[config.mk]
export PLATFORM = sky130hd
export DESIGN_NAME = rmq_front
export DESIGN_NICKNAME = d
export VERILOG_FILES = /design/src/rmq_pkg.sv /design/src/rmq_front.sv
export SDC_FILE = /design/constraint.sdc
export NUM_CORES = 1
export LEC_CHECK = 0
export BUFFER_PORTS_ARGS = -buffer_cell sky130_fd_sc_hd__buf_2
export CELL_PAD_IN_SITES_DETAIL_PLACEMENT = 0
export CELL_PAD_IN_SITES_GLOBAL_PLACEMENT = 1
export CORE_MARGIN = 1
export CORE_UTILIZATION = 49
export DETAILED_ROUTE_END_ITERATION = 10
export MAX_ROUTING_LAYER = met4
export PLACE_DENSITY = 0.78
export SYNTH_ARGS = -nofsm -noshare
export SYNTH_HDL_FRONTEND = slang
export SYNTH_SLANG_ARGS = --single-unit
[constraint.sdc]
create_clock -name clk -period 3.9 [get_ports clk]
set_input_delay 0.195 -clock clk [delete_from_list [all_inputs] [get_ports clk]]
set_output_delay 0.195 -clock clk [all_outputs]
set_load 0.05 [all_outputs]
[src/rmq_pkg.sv]
// rmq_pkg: shared widths, constants, codes and saturation helpers for the
// rotation matrix to quaternion block. No dependencies.
package rmq_pkg;

	localparam int FRAC_BITS = 14;
	localparam int DW        = 16;                     // element and component width
	// radicand: one plus up to three elements, always positive when used
	localparam int RW        = (FRAC_BITS >= DW) ? FRAC_BITS + 2 : DW + 1;
	localparam int CW        = RW + 2;                  // signed classify math
	localparam int NW        = DW + 2;                  // signed numerator
	localparam int MAGW      = NW - 1;                  // numerator magnitude
	localparam int SQIW      = RW + FRAC_BITS;          // root operand
	localparam int ROOTW     = (SQIW + 1) / 2;          // root result, one bit per stage
	localparam int DENW      = ROOTW + 2;               // divisor 2*S
	localparam int NUMW      = MAGW + FRAC_BITS + 2;    // dividend (mag << F+1) + S
	localparam int QW        = FRAC_BITS + 2;           // quotient bits, one per stage
	localparam int FQD       = 4;                       // front to back queue depth
	localparam int FQAW      = 2;
	localparam int OQD       = 2;                       // result queue depth
	localparam int OQAW      = 1;

	localparam longint ONE     = 64'sd1 << FRAC_BITS;
	localparam longint EPS     = (ONE + 5000) / 10000;
	localparam longint ID_LIM  = 3 * ONE - EPS;
	localparam longint SAT_HI  = (ONE < 32767) ? ONE : 32767;
	localparam longint SAT_LOM = (ONE < 32768) ? ONE : 32768;

	typedef enum logic [2:0] {
		BR_IDENT = 3'd0,
		BR_TRACE = 3'd1,
		BR_X     = 3'd2,
		BR_Y     = 3'd3,
		BR_Z     = 3'd4,
		BR_DEGEN = 3'd5
	} br_t;

	// which component comes from the root
	typedef enum logic [1:0] {
		SL_X = 2'd0,
		SL_Y = 2'd1,
		SL_Z = 2'd2,
		SL_W = 2'd3
	} slot_t;

	typedef struct packed {
		br_t                     code;
		slot_t                   maj;
		logic [RW-1:0]           rad;
		logic signed [NW-1:0]    n0;
		logic signed [NW-1:0]    n1;
		logic signed [NW-1:0]    n2;
	} cls_t;

	typedef struct packed {
		br_t                     code;
		slot_t                   maj;
		logic signed [NW-1:0]    n0;
		logic signed [NW-1:0]    n1;
		logic signed [NW-1:0]    n2;
	} sba_t;

	typedef struct packed {
		br_t                     code;
		slot_t                   maj;
		logic [2:0]              neg;
		logic signed [DW-1:0]    quart;
	} sbb_t;

	typedef struct packed {
		logic signed [DW-1:0]    x;
		logic signed [DW-1:0]    y;
		logic signed [DW-1:0]    z;
		logic signed [DW-1:0]    w;
		br_t                     code;
	} res_t;

	// signed, saturated quotient from magnitude, overflow flag and sign
	function automatic logic signed [DW-1:0] sat_quot(logic [QW-1:0] q, logic ovf,
		logic neg);
		logic [QW:0]          lim;
		logic [QW:0]          mag;
		logic signed [QW+1:0] sv;
		lim = neg ? (QW+1)'(SAT_LOM) : (QW+1)'(SAT_HI);
		mag = (ovf || ({1'b0, q} > lim)) ? lim : {1'b0, q};
		sv  = {1'b0, mag};
		if (neg)
			sv = -sv;
		return DW'(sv);
	endfunction

	// quarter of 2*sqrt is the root halved, then clamped
	function automatic logic signed [DW-1:0] sat_root(logic [ROOTW-1:0] r);
		logic [ROOTW:0] h;
		h = {2'b00, r[ROOTW-1:1]};
		if (h > (ROOTW+1)'(SAT_HI))
			h = (ROOTW+1)'(SAT_HI);
		return DW'(h);
	endfunction

endpackage

[src/rmq_front.sv]
// rmq_front: trace, branch choice, radicand and numerators per matrix,
// written into a short queue toward the back end. Depends on rmq_pkg.
module rmq_front (
	input  logic                         clk,
	input  logic                         arst_n,
	input  logic                         push,
	output logic                         full,
	input  logic signed [rmq_pkg::DW-1:0] m00,
	input  logic signed [rmq_pkg::DW-1:0] m01,
	input  logic signed [rmq_pkg::DW-1:0] m02,
	input  logic signed [rmq_pkg::DW-1:0] m10,
	input  logic signed [rmq_pkg::DW-1:0] m11,
	input  logic signed [rmq_pkg::DW-1:0] m12,
	input  logic signed [rmq_pkg::DW-1:0] m20,
	input  logic signed [rmq_pkg::DW-1:0] m21,
	input  logic signed [rmq_pkg::DW-1:0] m22,
	output logic                         cls_valid,
	output rmq_pkg::cls_t                cls_head,
	input  logic                         cls_pop
);
	import rmq_pkg::*;

	localparam logic signed [CW-1:0] ONE_C = CW'(ONE);
	localparam logic signed [CW-1:0] EPS_C = CW'(EPS);
	localparam logic signed [CW-1:0] ID_C  = CW'(ID_LIM);

	logic signed [CW-1:0] e00, e11, e22, tr, rad_tr, rad_x, rad_y, rad_z, rad_m;
	logic                 x_maj, y_maj;
	cls_t                 cls;

	cls_t                 fq_q [FQD];
	logic [FQAW-1:0]      wptr_q, rptr_q;
	logic [FQAW:0]        cnt_q;
	logic                 wr, rd;

	assign e00    = CW'(m00);
	assign e11    = CW'(m11);
	assign e22    = CW'(m22);
	assign tr     = e00 + e11 + e22;
	assign rad_tr = tr + ONE_C;
	assign rad_x  = ONE_C + e00 - e11 - e22;
	assign rad_y  = ONE_C + e11 - e00 - e22;
	assign rad_z  = ONE_C + e22 - e00 - e11;
	assign x_maj  = (m00 > m11) && (m00 > m22);
	assign y_maj  = m11 > m22;

	always_comb begin
		cls.code = BR_IDENT;
		cls.maj  = SL_W;
		cls.rad  = '0;
		cls.n0   = NW'(m21) - NW'(m12);
		cls.n1   = NW'(m02) - NW'(m20);
		cls.n2   = NW'(m10) - NW'(m01);
		rad_m    = rad_tr;
		if (tr > ID_C) begin
			cls.code = BR_IDENT;
		end else if (rad_tr > EPS_C) begin
			cls.code = BR_TRACE;
		end else if (x_maj) begin
			cls.code = BR_X;
			cls.maj  = SL_X;
			rad_m    = rad_x;
			cls.n0   = NW'(m01) + NW'(m10);
			cls.n1   = NW'(m02) + NW'(m20);
			cls.n2   = NW'(m21) - NW'(m12);
		end else if (y_maj) begin
			cls.code = BR_Y;
			cls.maj  = SL_Y;
			rad_m    = rad_y;
			cls.n0   = NW'(m01) + NW'(m10);
			cls.n1   = NW'(m12) + NW'(m21);
			cls.n2   = NW'(m02) - NW'(m20);
		end else begin
			cls.code = BR_Z;
			cls.maj  = SL_Z;
			rad_m    = rad_z;
			cls.n0   = NW'(m02) + NW'(m20);
			cls.n1   = NW'(m12) + NW'(m21);
			cls.n2   = NW'(m10) - NW'(m01);
		end
		if (cls.code != BR_IDENT) begin
			if (rad_m <= CW'(0))
				cls.code = BR_DEGEN;
			else
				cls.rad = rad_m[RW-1:0];
		end
	end

	assign full      = (cnt_q == (FQAW+1)'(FQD));
	assign wr        = push && !full;
	assign cls_valid = (cnt_q != '0);
	assign rd        = cls_pop && cls_valid;
	assign cls_head  = fq_q[rptr_q];

	always_ff @(posedge clk) begin
		if (wr)
			fq_q[wptr_q] <= cls;
	end

	always_ff @(posedge clk or negedge arst_n) begin
		if (!arst_n) begin
			wptr_q <= '0;
			rptr_q <= '0;
			cnt_q  <= '0;
		end else begin
			if (wr)
				wptr_q <= wptr_q + 1'b1;
			if (rd)
				rptr_q <= rptr_q + 1'b1;
			if (wr && !rd)
				cnt_q <= cnt_q + 1'b1;
			else if (rd && !wr)
				cnt_q <= cnt_q - 1'b1;
		end
	end

endmodule

# After elaboration in Yosys (flattened, before gate mapping)
# Memories as Yosys holds them, arrays and structs flattened.
# Cells that the tools add are included.
# totals
ff_bits	7
ram_bits	304
inputBits	148
output_inout_bits	78
elab_cells	66
mem_count	1
# memory_table
name	words	width	read_ports	rd_clocked_by_memory_dff	wr	line_no	source
fq_q	4	76	1	0	1	rmq_front.sv:31	cls_t fq_q [FQD];
# classes
add_sub_neg	22
order_cmp	6
eq_ne	1
mux	22
n_reduce_logical	11
# ops
cell	n
54-bit 2-to-1 mux	4
19-bit 2-to-1 mux	4
16-bit by 16-bit adder with 17-bit output	4
18-bit by 16-bit subtractor with 19-bit output	3
17-bit by 16-bit subtractor with 18-bit output	3
16-bit by 16-bit adder with 17-bit output, first input constant	3
16-bit by 16-bit subtractor with 17-bit output	3
16-bit > comparator	3
17-bit 2-to-1 mux	2
18-bit by 16-bit adder with 19-bit output, second input constant	1
19-bit by 3-bit > comparator with 1-bit output, second input constant	1
19-bit by 1-bit <= comparator with 1-bit output, second input constant	1
17-bit by 16-bit adder with 18-bit output	1
18-bit by 17-bit > comparator with 1-bit output, second input constant	1
3-bit 2-to-1 mux	6
5-bit 2-to-1 mux	2
3-bit nonzero test	2
1-bit logical AND	5
2-bit by 1-bit adder with 2-bit output, second input constant	2
2-bit 2-to-1 mux	2
3-bit by 1-bit adder with 3-bit output, second input constant	1
3-bit equality test, second input constant	1
1-bit logical NOT	3
3-bit by 1-bit subtractor with 3-bit output, second input constant	1
other kinds (2)	3

# Depth between registers and ports, before layout
# Gate-level depths: netlist of run 1.
# logic_depth
word_depth	10
ltp_mapped	26
mapped_depth_nobuf	24

# Least setup slack after synthesis of run 1
# No wires, ideal clock.
# synth_timing
path_kind	input to register
from	in m00[2] (netlist bit)
to	mem fq_q[0][56] (netlist bit) (data pin)
setup_ns	0.217
arrival_time_ns	5.023
t_required_ns	3.683
path_slack_ns	-1.340
stages	21
n_path_buf	2
cell_sequence	inv_1 fa_1 inv_1 ha_1 a211oi_1 o21bai_1 a211oi_1 a21oi_1 o311a_1 ha_1 nand2_1 a211oi_1 o21ai_0 a2111oi_0 o221ai_1 nor4_1 nor4b_2 o32ai_2 clkbuf_1 buf_2 a211oi_1
# synth_lines
element	line_no	source
from (decl)	rmq_front.sv:8	input logic signed [rmq_pkg::DW-1:0] m00,
to (decl)	rmq_front.sv:31	

==> reports/qor.csv, run 1 <==
stage,metric,value,unit
run_status,run_status,finished with violations,
run_status,violations,negative setup slack,
sta,drv_slew,0,
power,irDropWorstVdd,0.421,mV
floorplan,coreArea,48100,sq um
clock_network,clk_pin_slew,0.06,ns
synth,ys_ff_latch,299,
sta,fin_crit_sh,121,%
detailed_routing,via_per_inst,5.71,
setup_path,timing.critical_path.arrival,5.07,ns
power,powerDensity,635,nW/um^2
synth,netlist_area,24100,sq um
grt,grt_use_met1,47.0,%
grt,grt_usage,32.3,%
setup_path,crit_buf_inv,16,
synth,async_reset_ff_share,2.34,%
setup_path,path_delay_family,buffers and inverters,
grt,grt.overflow.total,0,
clock_network,htreeDepth,1,
setup_path,crit_path_start_kind,input port,
sta,fin_crit,4.70,ns
clock_network,cts.path.max_buffers,3,
min_path,holdCritPathClass,input port to async pin,
detailed_routing,drt_iter0_drc,1804,
setup_path,slowest_stage,fa_1,
synth,ys.flop_type,edfxtp_1,
sta,max_clock_freq,213,MHz
grt,grt_util_met2,46.0,%
placement,portBuffers,225,
synth,synth-seq-area-share,37.1,%
grt,use_met3,8.25,%
synth,yosys_warnings,0,
sta,hold_slack,0.00198,ns
power,power_frac_seq,25.5,%
cells_and_area,syn_to_final_growth,30.3,%
sta,fin_setup_tns,-195.42,ns
detailed_routing,drt-pass1-iter-count,5,
synth,synth_edf_count,292,
floorplan,start_util,50.1,%
detailed_routing,drc,0,
power,switchingPower,0.00890,W
sta,hold_viol,0,
detailed_routing,drt-wirelength-per-cell,22.5,um
setup_path,required,4.26,ns
floorplan,die_w,224,um
sta,tightest_slew,1.10,ns
sta,finalSetupViolCount,292,
grt,grt_max_degree,75,
setup_path,worst_setup_path_end_kind,flip-flop,
sta,finalClockSkew,0.0218,ns
cells_and_area,stdcell_count,3514,
floorplan,rows,80,
power,p_clk_share,13.8,%
placement,place_congestion,0.962,
sta,slew_headroom,26.2,%
power,leakage,13.6,nW
setup_path,crit_fanout,6,
power,netSwitchingFraction,44.6,%
clock_network,clk_latency,0.56,ns
placement,dp_hpwl,63300,um
power,p_int,0.0111,W
detailed_routing,routed_wl,79000,um
clock_network,cts_buffers,28,
setup_path,cpMostUsedCell,buf_4,
synth,syn_nets,2715,
sta,fin_ws,-0.805,ns
clock_network,clockRootBuffer,clkbuf_16,
floorplan,die_y,224,um
grt,antenna_found_initial,5,
synth,synth_cells,2187,
synth,synth_cell_type_count,91,
clock_network,cts_num_sinks,299,
grt,busiest_layer,met1,
detailed_routing,ant_nets,0,
floorplan,io-pin-count,226,
grt,grt_pass1_wl,118000,um
run,drv_cap,0,
power,combPwrFrac,60.7,%
floorplan,die_area,50100,sq um
grt,grt_pass1_vias,19700,
setup_path,slowest_delay,0.47,ns
cells_and_area,layout.nets,3362,
detailed_routing,num_vias,20100,
synth,synth_area_per_cell,11.0,sq um
placement,dp.cells,3428,
setup_path,criticalPathCategory,input port to flip-flop,
cells_and_area,final_layout_size_suffix_gt1_share,34.4,%
sta,rsz0062_at_grt,yes,
cells_and_area,fillCellCount,3758,
clock_network,cts_tree,built,
layer usage:
metal,up-vias,share of wire (%)
met5,-,0
met4,0,1.4
met3,69,11
met2,864,42
met1,9833,46
li1,9291,-
path summary, 6_finish.rpt:
check                               from     endpoint  slack [ns]  depth (start not counted)
worst max-delay path              m00[1]  fq_q[1][63]       -0.80                         30
worst min-delay path              arst_n    wptr_q[0]       0.002                          2
min in group clk                    push    wptr_q[0]        0.12                          3
worst max register to register  cnt_q[2]  fq_q[2][37]        1.41                          4
worst min register to register  cnt_q[2]     cnt_q[2]        0.49                          1
max in group asynchronous         arst_n    rptr_q[0]        3.72                          2
through the flow:
| step | power [W] | cell area (sq um) | util (%) | worst slack, ns |
|---|---|---|---|---|
| after CTS | 0.0196 | 31100 | 64.6 | -0.985 |
| final | 0.0200 | 31400 | 65.2 | -0.805 |
| after global placement | 0.0162 | 29500 | 61.3 | -1.63 |
| after global routing | 0.0208 | 31400 | 65.2 | -1.02 |
| after floorplan | 0.0122 | 24500 | - | -1.13 |
| after detailed placement | 0.0164 | 29500 | 61.3 | -1.76 |
power groups by stage:
| stage | registers [W] | logic, W | clock network, W |
|---|---|---|---|
| 2_1_floorplan | 0.00500 | 0.00720 | 0 |
| 3_5_place_dp | 0.00516 | 0.0112 | 0 |
| 3_3_place_gp | 0.00509 | 0.0111 | 0 |
| 5_1_grt | 0.00516 | 0.0128 | 0.00287 |
| 6_report | 0.00508 | 0.0121 | 0.00276 |
| 4_1_cts | 0.00510 | 0.0117 | 0.00276 |
area by class of cell:
class	count	area, sq um	share of cell area [%]
clock inverter	20	198	0.629
timing repair buffer	697	5020	16.0
inverter	190	724	2.31
sequential	299	8950	28.5
multi-input combinational	1618	15000	47.6
antenna	4	10.0	0.0319
clock buffer	30	729	2.32
tap	656	821	2.61
cells by family (layout without fill, tap and decap cells):
logic type | count (synthesis) | after routing | share of synthesized area [%]
and+or+nand+nor | 519 | 519 | 10.6
xor gates and xnor gates | 118 | 118 | 4.29
DFF | 299 | 299 | 37.1
buffers and inverters | 270 | 937 | 4.40
muxes | 91 | 91 | 7.60
other | 0 | 4 | 0
AOI/OAI and AO/OA | 510 | 510 | 13.9
adders and majority gates | 380 | 380 | 22.1
synth_stat cells (10+ instances only):
library cell	n	share of area [%]
a211o_1	10	0.36
a211oi_1	31	0.97
a21o_1	28	0.87
a21oi_1	149	3.1
a31oi_1	14	0.36
and2_1	10	0.26
and3_1	20	0.52
buf_1	12	0.19
clkbuf_1	53	0.83
edfxtp_1	292	36
fa_1	75	6.2
ha_1	305	16
inv_1	190	3.0
mux2i_1	14	0.58
mux4_2	73	6.8
nand2_1	126	2.0
nand2b_1	20	0.52
nand3_1	32	0.66
nand4_1	11	0.29
nor2_1	144	2.2
nor2b_1	24	0.62
nor3_1	57	1.2
nor4_1	11	0.29
o211ai_1	22	0.69
o21a_1	19	0.59
o21ai_0	98	2.0
o21bai_1	16	0.50
o22ai_1	10	0.26
o31ai_1	12	0.37
or2_2	10	0.26
or3_1	19	0.49
xnor2_1	77	2.8
xor2_1	41	1.5
timing repair:
| action | in CTS | in global routing |
|---|---|---|
| gates resized for setup | 83 | 50 |
| hold endpoints to repair | 9 | 0 |
| endpoints found under the setup margin | 292 | 292 |
| buffers inserted | 24 | 3 |
| hold buffers | 2 | 0 |
| pin swaps | 27 | 21 |
| cloned | 2 | 1 |
registers in the layout (all words and copies together), names as in the netlist:
signal  cells
cnt_q       3
fq_q      292
rptr_q      2
wptr_q      2
cells in the final DEF (no fill, tap or decap), types with 17 or more instances in the layout:
master | netlist | routed
buf_4 | 3 | 436
ha_1 | 305 | 300
edfxtp_1 | 292 | 292
buf_2 | 9 | 222
inv_1 | 190 | 182
nor2_1 | 144 | 138
a21oi_1 | 149 | 136
nand2_1 | 126 | 110
xnor2_1 | 77 | 76
mux4_2 | 73 | 73
fa_1 | 75 | 70
o21ai_0 | 98 | 69
nor3_1 | 57 | 54
xor2_1 | 41 | 41
nand3_1 | 32 | 31
clkbuf_16 | 0 | 30
a21o_1 | 28 | 28
nor2b_1 | 24 | 22
o211ai_1 | 22 | 22
o21a_1 | 19 | 19
a211oi_1 | 31 | 19
nand2b_1 | 20 | 18
or3_1 | 19 | 18
and3_1 | 20 | 17
Power figures use the tool's default switching activity.
==> run 2: changes to the inputs <==
--- a/config.mk
+++ b/config.mk
@@ -5,11 +5,12 @@
 export SDC_FILE = /design/constraint.sdc
 export NUM_CORES = 1
 export LEC_CHECK = 0
+export ABC_AREA = 1
 export BUFFER_PORTS_ARGS = -buffer_cell sky130_fd_sc_hd__buf_2
 export CELL_PAD_IN_SITES_DETAIL_PLACEMENT = 0
 export CELL_PAD_IN_SITES_GLOBAL_PLACEMENT = 1
 export CORE_MARGIN = 1
-export CORE_UTILIZATION = 49
+export CORE_UTILIZATION = 47
 export DETAILED_ROUTE_END_ITERATION = 10
 export MAX_ROUTING_LAYER = met4
 export PLACE_DENSITY = 0.78
==> run 2 against run 1 <==
The run still ends with negative setup slack left. Combinational power increased by 13%. Clock power decreased by 11%. Core utilization decreased by 3.9 points. Sequential cell count unchanged. Critical endpoint is now fq_q[0][47].
==> reports/qor.csv, run 2 <==
stage,metric,value,unit
grt,grt_use_met1,45.6,%
placement,dp_hpwl,63500,um
detailed_routing,drt_iter0_drc,1810,
grt,grt_max_degree,75,
synth,netlist_area,24600,sq um
synth,synth_area_per_cell,8.68,sq um
floorplan,start_util,47.7,%
power,irDropWorstVdd,0.573,mV
synth,async_reset_ff_share,2.34,%
power,combPwrFrac,64.1,%
detailed_routing,via_per_inst,5.39,
grt,grt.overflow.total,0,
sta,max_clock_freq,244,MHz
clock_network,clk_pin_slew,0.06,ns
clock_network,clockRootBuffer,clkbuf_16,
setup_path,worst_setup_path_end_kind,flip-flop,
sta,tightest_slew,0.863,ns
floorplan,die_y,231,um
detailed_routing,ant_nets,0,
run_status,violations,negative setup slack,
grt,antenna_found_initial,2,
grt,grt_util_met2,43.7,%
grt,grt_pass1_wl,119000,um
synth,synth-seq-area-share,36.4,%
floorplan,rows,83,
power,p_clk_share,11.6,%
synth,yosys.area.top_type,edfxtp_1,
synth,yosys.cell_count.top_type,nand2_1,
sta,fin_crit_sh,105,%
cells_and_area,reg_top3,"fq_q x292, cnt_q x3",
synth,yosys_warnings,0,
grt,busiest_layer,met1,
floorplan,coreArea,51500,sq um
cells_and_area,final_cell_mix,"nand2_1 (435), buf_4 (371), inv_1 (320), ha_1 (298), edfxtp_1 (292)",
floorplan,die_area,53200,sq um
floorplan,io-pin-count,226,
power,switchingPower,0.0103,W
sta,fin_ws,-0.192,ns
sta,rsz0062_at_grt,yes,
synth,yosys-top-cells-count,"nand2_1 (465), inv_1 (332), ha_1 (305), nor2_1 (298), edfxtp_1 (292)",
sta,fin_setup_tns,-16.11,ns
synth,synth_top_area_share,35.7,%
run,drv_cap,0,
grt,grt_usage,30.3,%
power,p_int,0.0110,W
sta,finalSetupViolCount,200,
detailed_routing,num_vias,22200,
setup_path,criticalPathCategory,input port to flip-flop,
grt,grt_pass1_vias,21200,
detailed_routing,drt-pass1-iter-count,7,
synth,ys_ff_latch,299,
clock_network,clk_latency,0.55,ns
cells_and_area,syn_to_final_growth,28.5,%
clock_network,cts_buffers,25,
placement,place_ws,-0.815,ns
synth,synthTopCellsByArea,"edfxtp_1 (36%), ha_1 (16%), nand2_1 (7.1%), fa_1 (6.1%), o21ai_0 (5.4%)",
cells_and_area,layout.cells.most_common,nand2_1,
cells_and_area,top_register,fq_q,
sta,finalClockSkew,0.0257,ns
sta,drv_slew,0,
floorplan,die_w,231,um
cells_and_area,final_layout_size_suffix_gt1_share,25.4,%
setup_path,crit_fanout,8,
cells_and_area,largest_register_ffs,292,
power,powerDensity,676,nW/um^2
run_status,run_status,finished with violations,
detailed_routing,drt-wirelength-per-cell,19.4,um
synth,ys.flop_type,edfxtp_1,
placement,place_congestion,1.00,
cells_and_area,layout.nets,3947,
placement,portBuffers,225,
clock_network,cts.path.max_buffers,3,
sta,hold_slack,0.0893,ns
setup_path,crit_path_start_kind,input port,
synth,syn_nets,3361,
setup_path,slowest_delay,0.48,ns
setup_path,required,4.30,ns
clock_network,cts_num_sinks,299,
clock_network,cts_tree,built,
grt,use_met3,3.78,%
sta,slew_headroom,42.1,%
sta,fin_crit,4.09,ns
setup_path,slowest_stage,fa_1,
synth,synth_cells,2833,
detailed_routing,routed_wl,80000,um
power,power_frac_seq,24.3,%
clock_network,htreeDepth,1,
detailed_routing,drc,0,
min_path,holdCritPathClass,input port to flip-flop,
power,netSwitchingFraction,48.5,%
setup_path,timing.critical_path.arrival,4.49,ns
synth,synth_edf_count,292,
synth,synth_cell_type_count,58,
power,leakage,14.6,nW
setup_path,cpMostUsedCell,inv_2,
sta,hold_viol,0,
## run 2: changes by cell type after synthesis, moves of 73 or more
| cell | change |
|---|---|
| inv_1 | +142 |
| nand3_1 | +75 |
| o21ai_0 | +169 |
| nor2_1 | +154 |
| nand2_1 | +339 |
| mux4_2 | -73 |
## run 2: layout make-up
type,count,area (sq um)
multi-input cells,2100,14900
flip-flops and latches,299,8950
well taps,680,851
repair buffers,655,4820
diodes,2,5.00
clock buffers,29,641
inverters,338,1290
clock inverters,13,150
fillers,4536,19900
## run 2: critical path, delay by kind of cell
kind / cells / cell delay [ns]
simple gates: 15 / 1.48
fa+ha+maj: 4 / 1.27
compound gates: 2 / 0.39
buf+inv: 11 / 1.15
## run 2: what timing repair did
action                                 CTS  global route
setup endpoints to repair              284           288
pin swaps                               28            26
endpoints found under the hold margin    8             0
cloned                                   2             4
resized for setup                       36           165
hold buffers                             4             0
buffers inserted                        17            31
## run 2: power by group through the flow
| stage | clock network (W) | logic, W | registers [W] |
|---|---|---|---|
| after CTS | 0.00249 | 0.0127 | 0.00519 |
| after global routing | 0.00259 | 0.0146 | 0.00525 |
| after detailed placement | 0 | 0.0124 | 0.00526 |
| final | 0.00247 | 0.0137 | 0.00519 |
| after global placement | 0 | 0.0123 | 0.00523 |
| after floorplan | 0 | 0.00793 | 0.00521 |
## run 2: path summary, 6_finish.rpt
kind	depth (start not counted)	from	slack, ns	to
worst max-delay path	32	m11[1]	-0.19	fq_q[0][47]
min in group asynchronous	3	arst_n	0.53	rptr_q[0]
worst max register to register	6	cnt_q[2]	1.39	fq_q[0][57]
max in group asynchronous	4	arst_n	2.55	wptr_q[0]
worst min register to register	1	wptr_q[0]	0.54	wptr_q[0]
worst min-delay path	4	push	0.09	wptr_q[0]
## run 2: stage by stage
| step | instance area (sq um) | power (W) | cells | util [%] |
|---|---|---|---|---|
| finish | 31600 | 0.0213 | 4116 | 61.3 |
| global route | 31600 | 0.0225 | 4116 | 61.3 |
| CTS | 30700 | 0.0204 | 4087 | 59.5 |
| detailed placement | 29500 | 0.0177 | 4022 | 57.3 |
| global placement | 29500 | 0.0175 | 4022 | 57.3 |
| floorplan | 25000 | 0.0131 | 2833 | - |
## run 2: cell families (layout without fill, tap and decap cells)
family	Yosys count	after routing	share of synthesized area (%)
adder cells (fa/ha/maj)	380	380	21.6
AND/OR/NAND/NOR	967	968	16.4
flip-flops	299	299	36.4
XOR/XNOR	109	109	3.88
AO/OA/AOI/OAI	642	642	14.8
buffers and inverters	435	1035	6.86
multiplexers	1	1	0.0458
other	0	2	0
## run 2: layer usage
layer | part of all wire (%) | vias to the layer above
li1 | - | 10700
met1 | 49 | 10600
met2 | 42 | 769
met3 | 7.5 | 85
met4 | 1.7 | 0
met5 | 0 | -
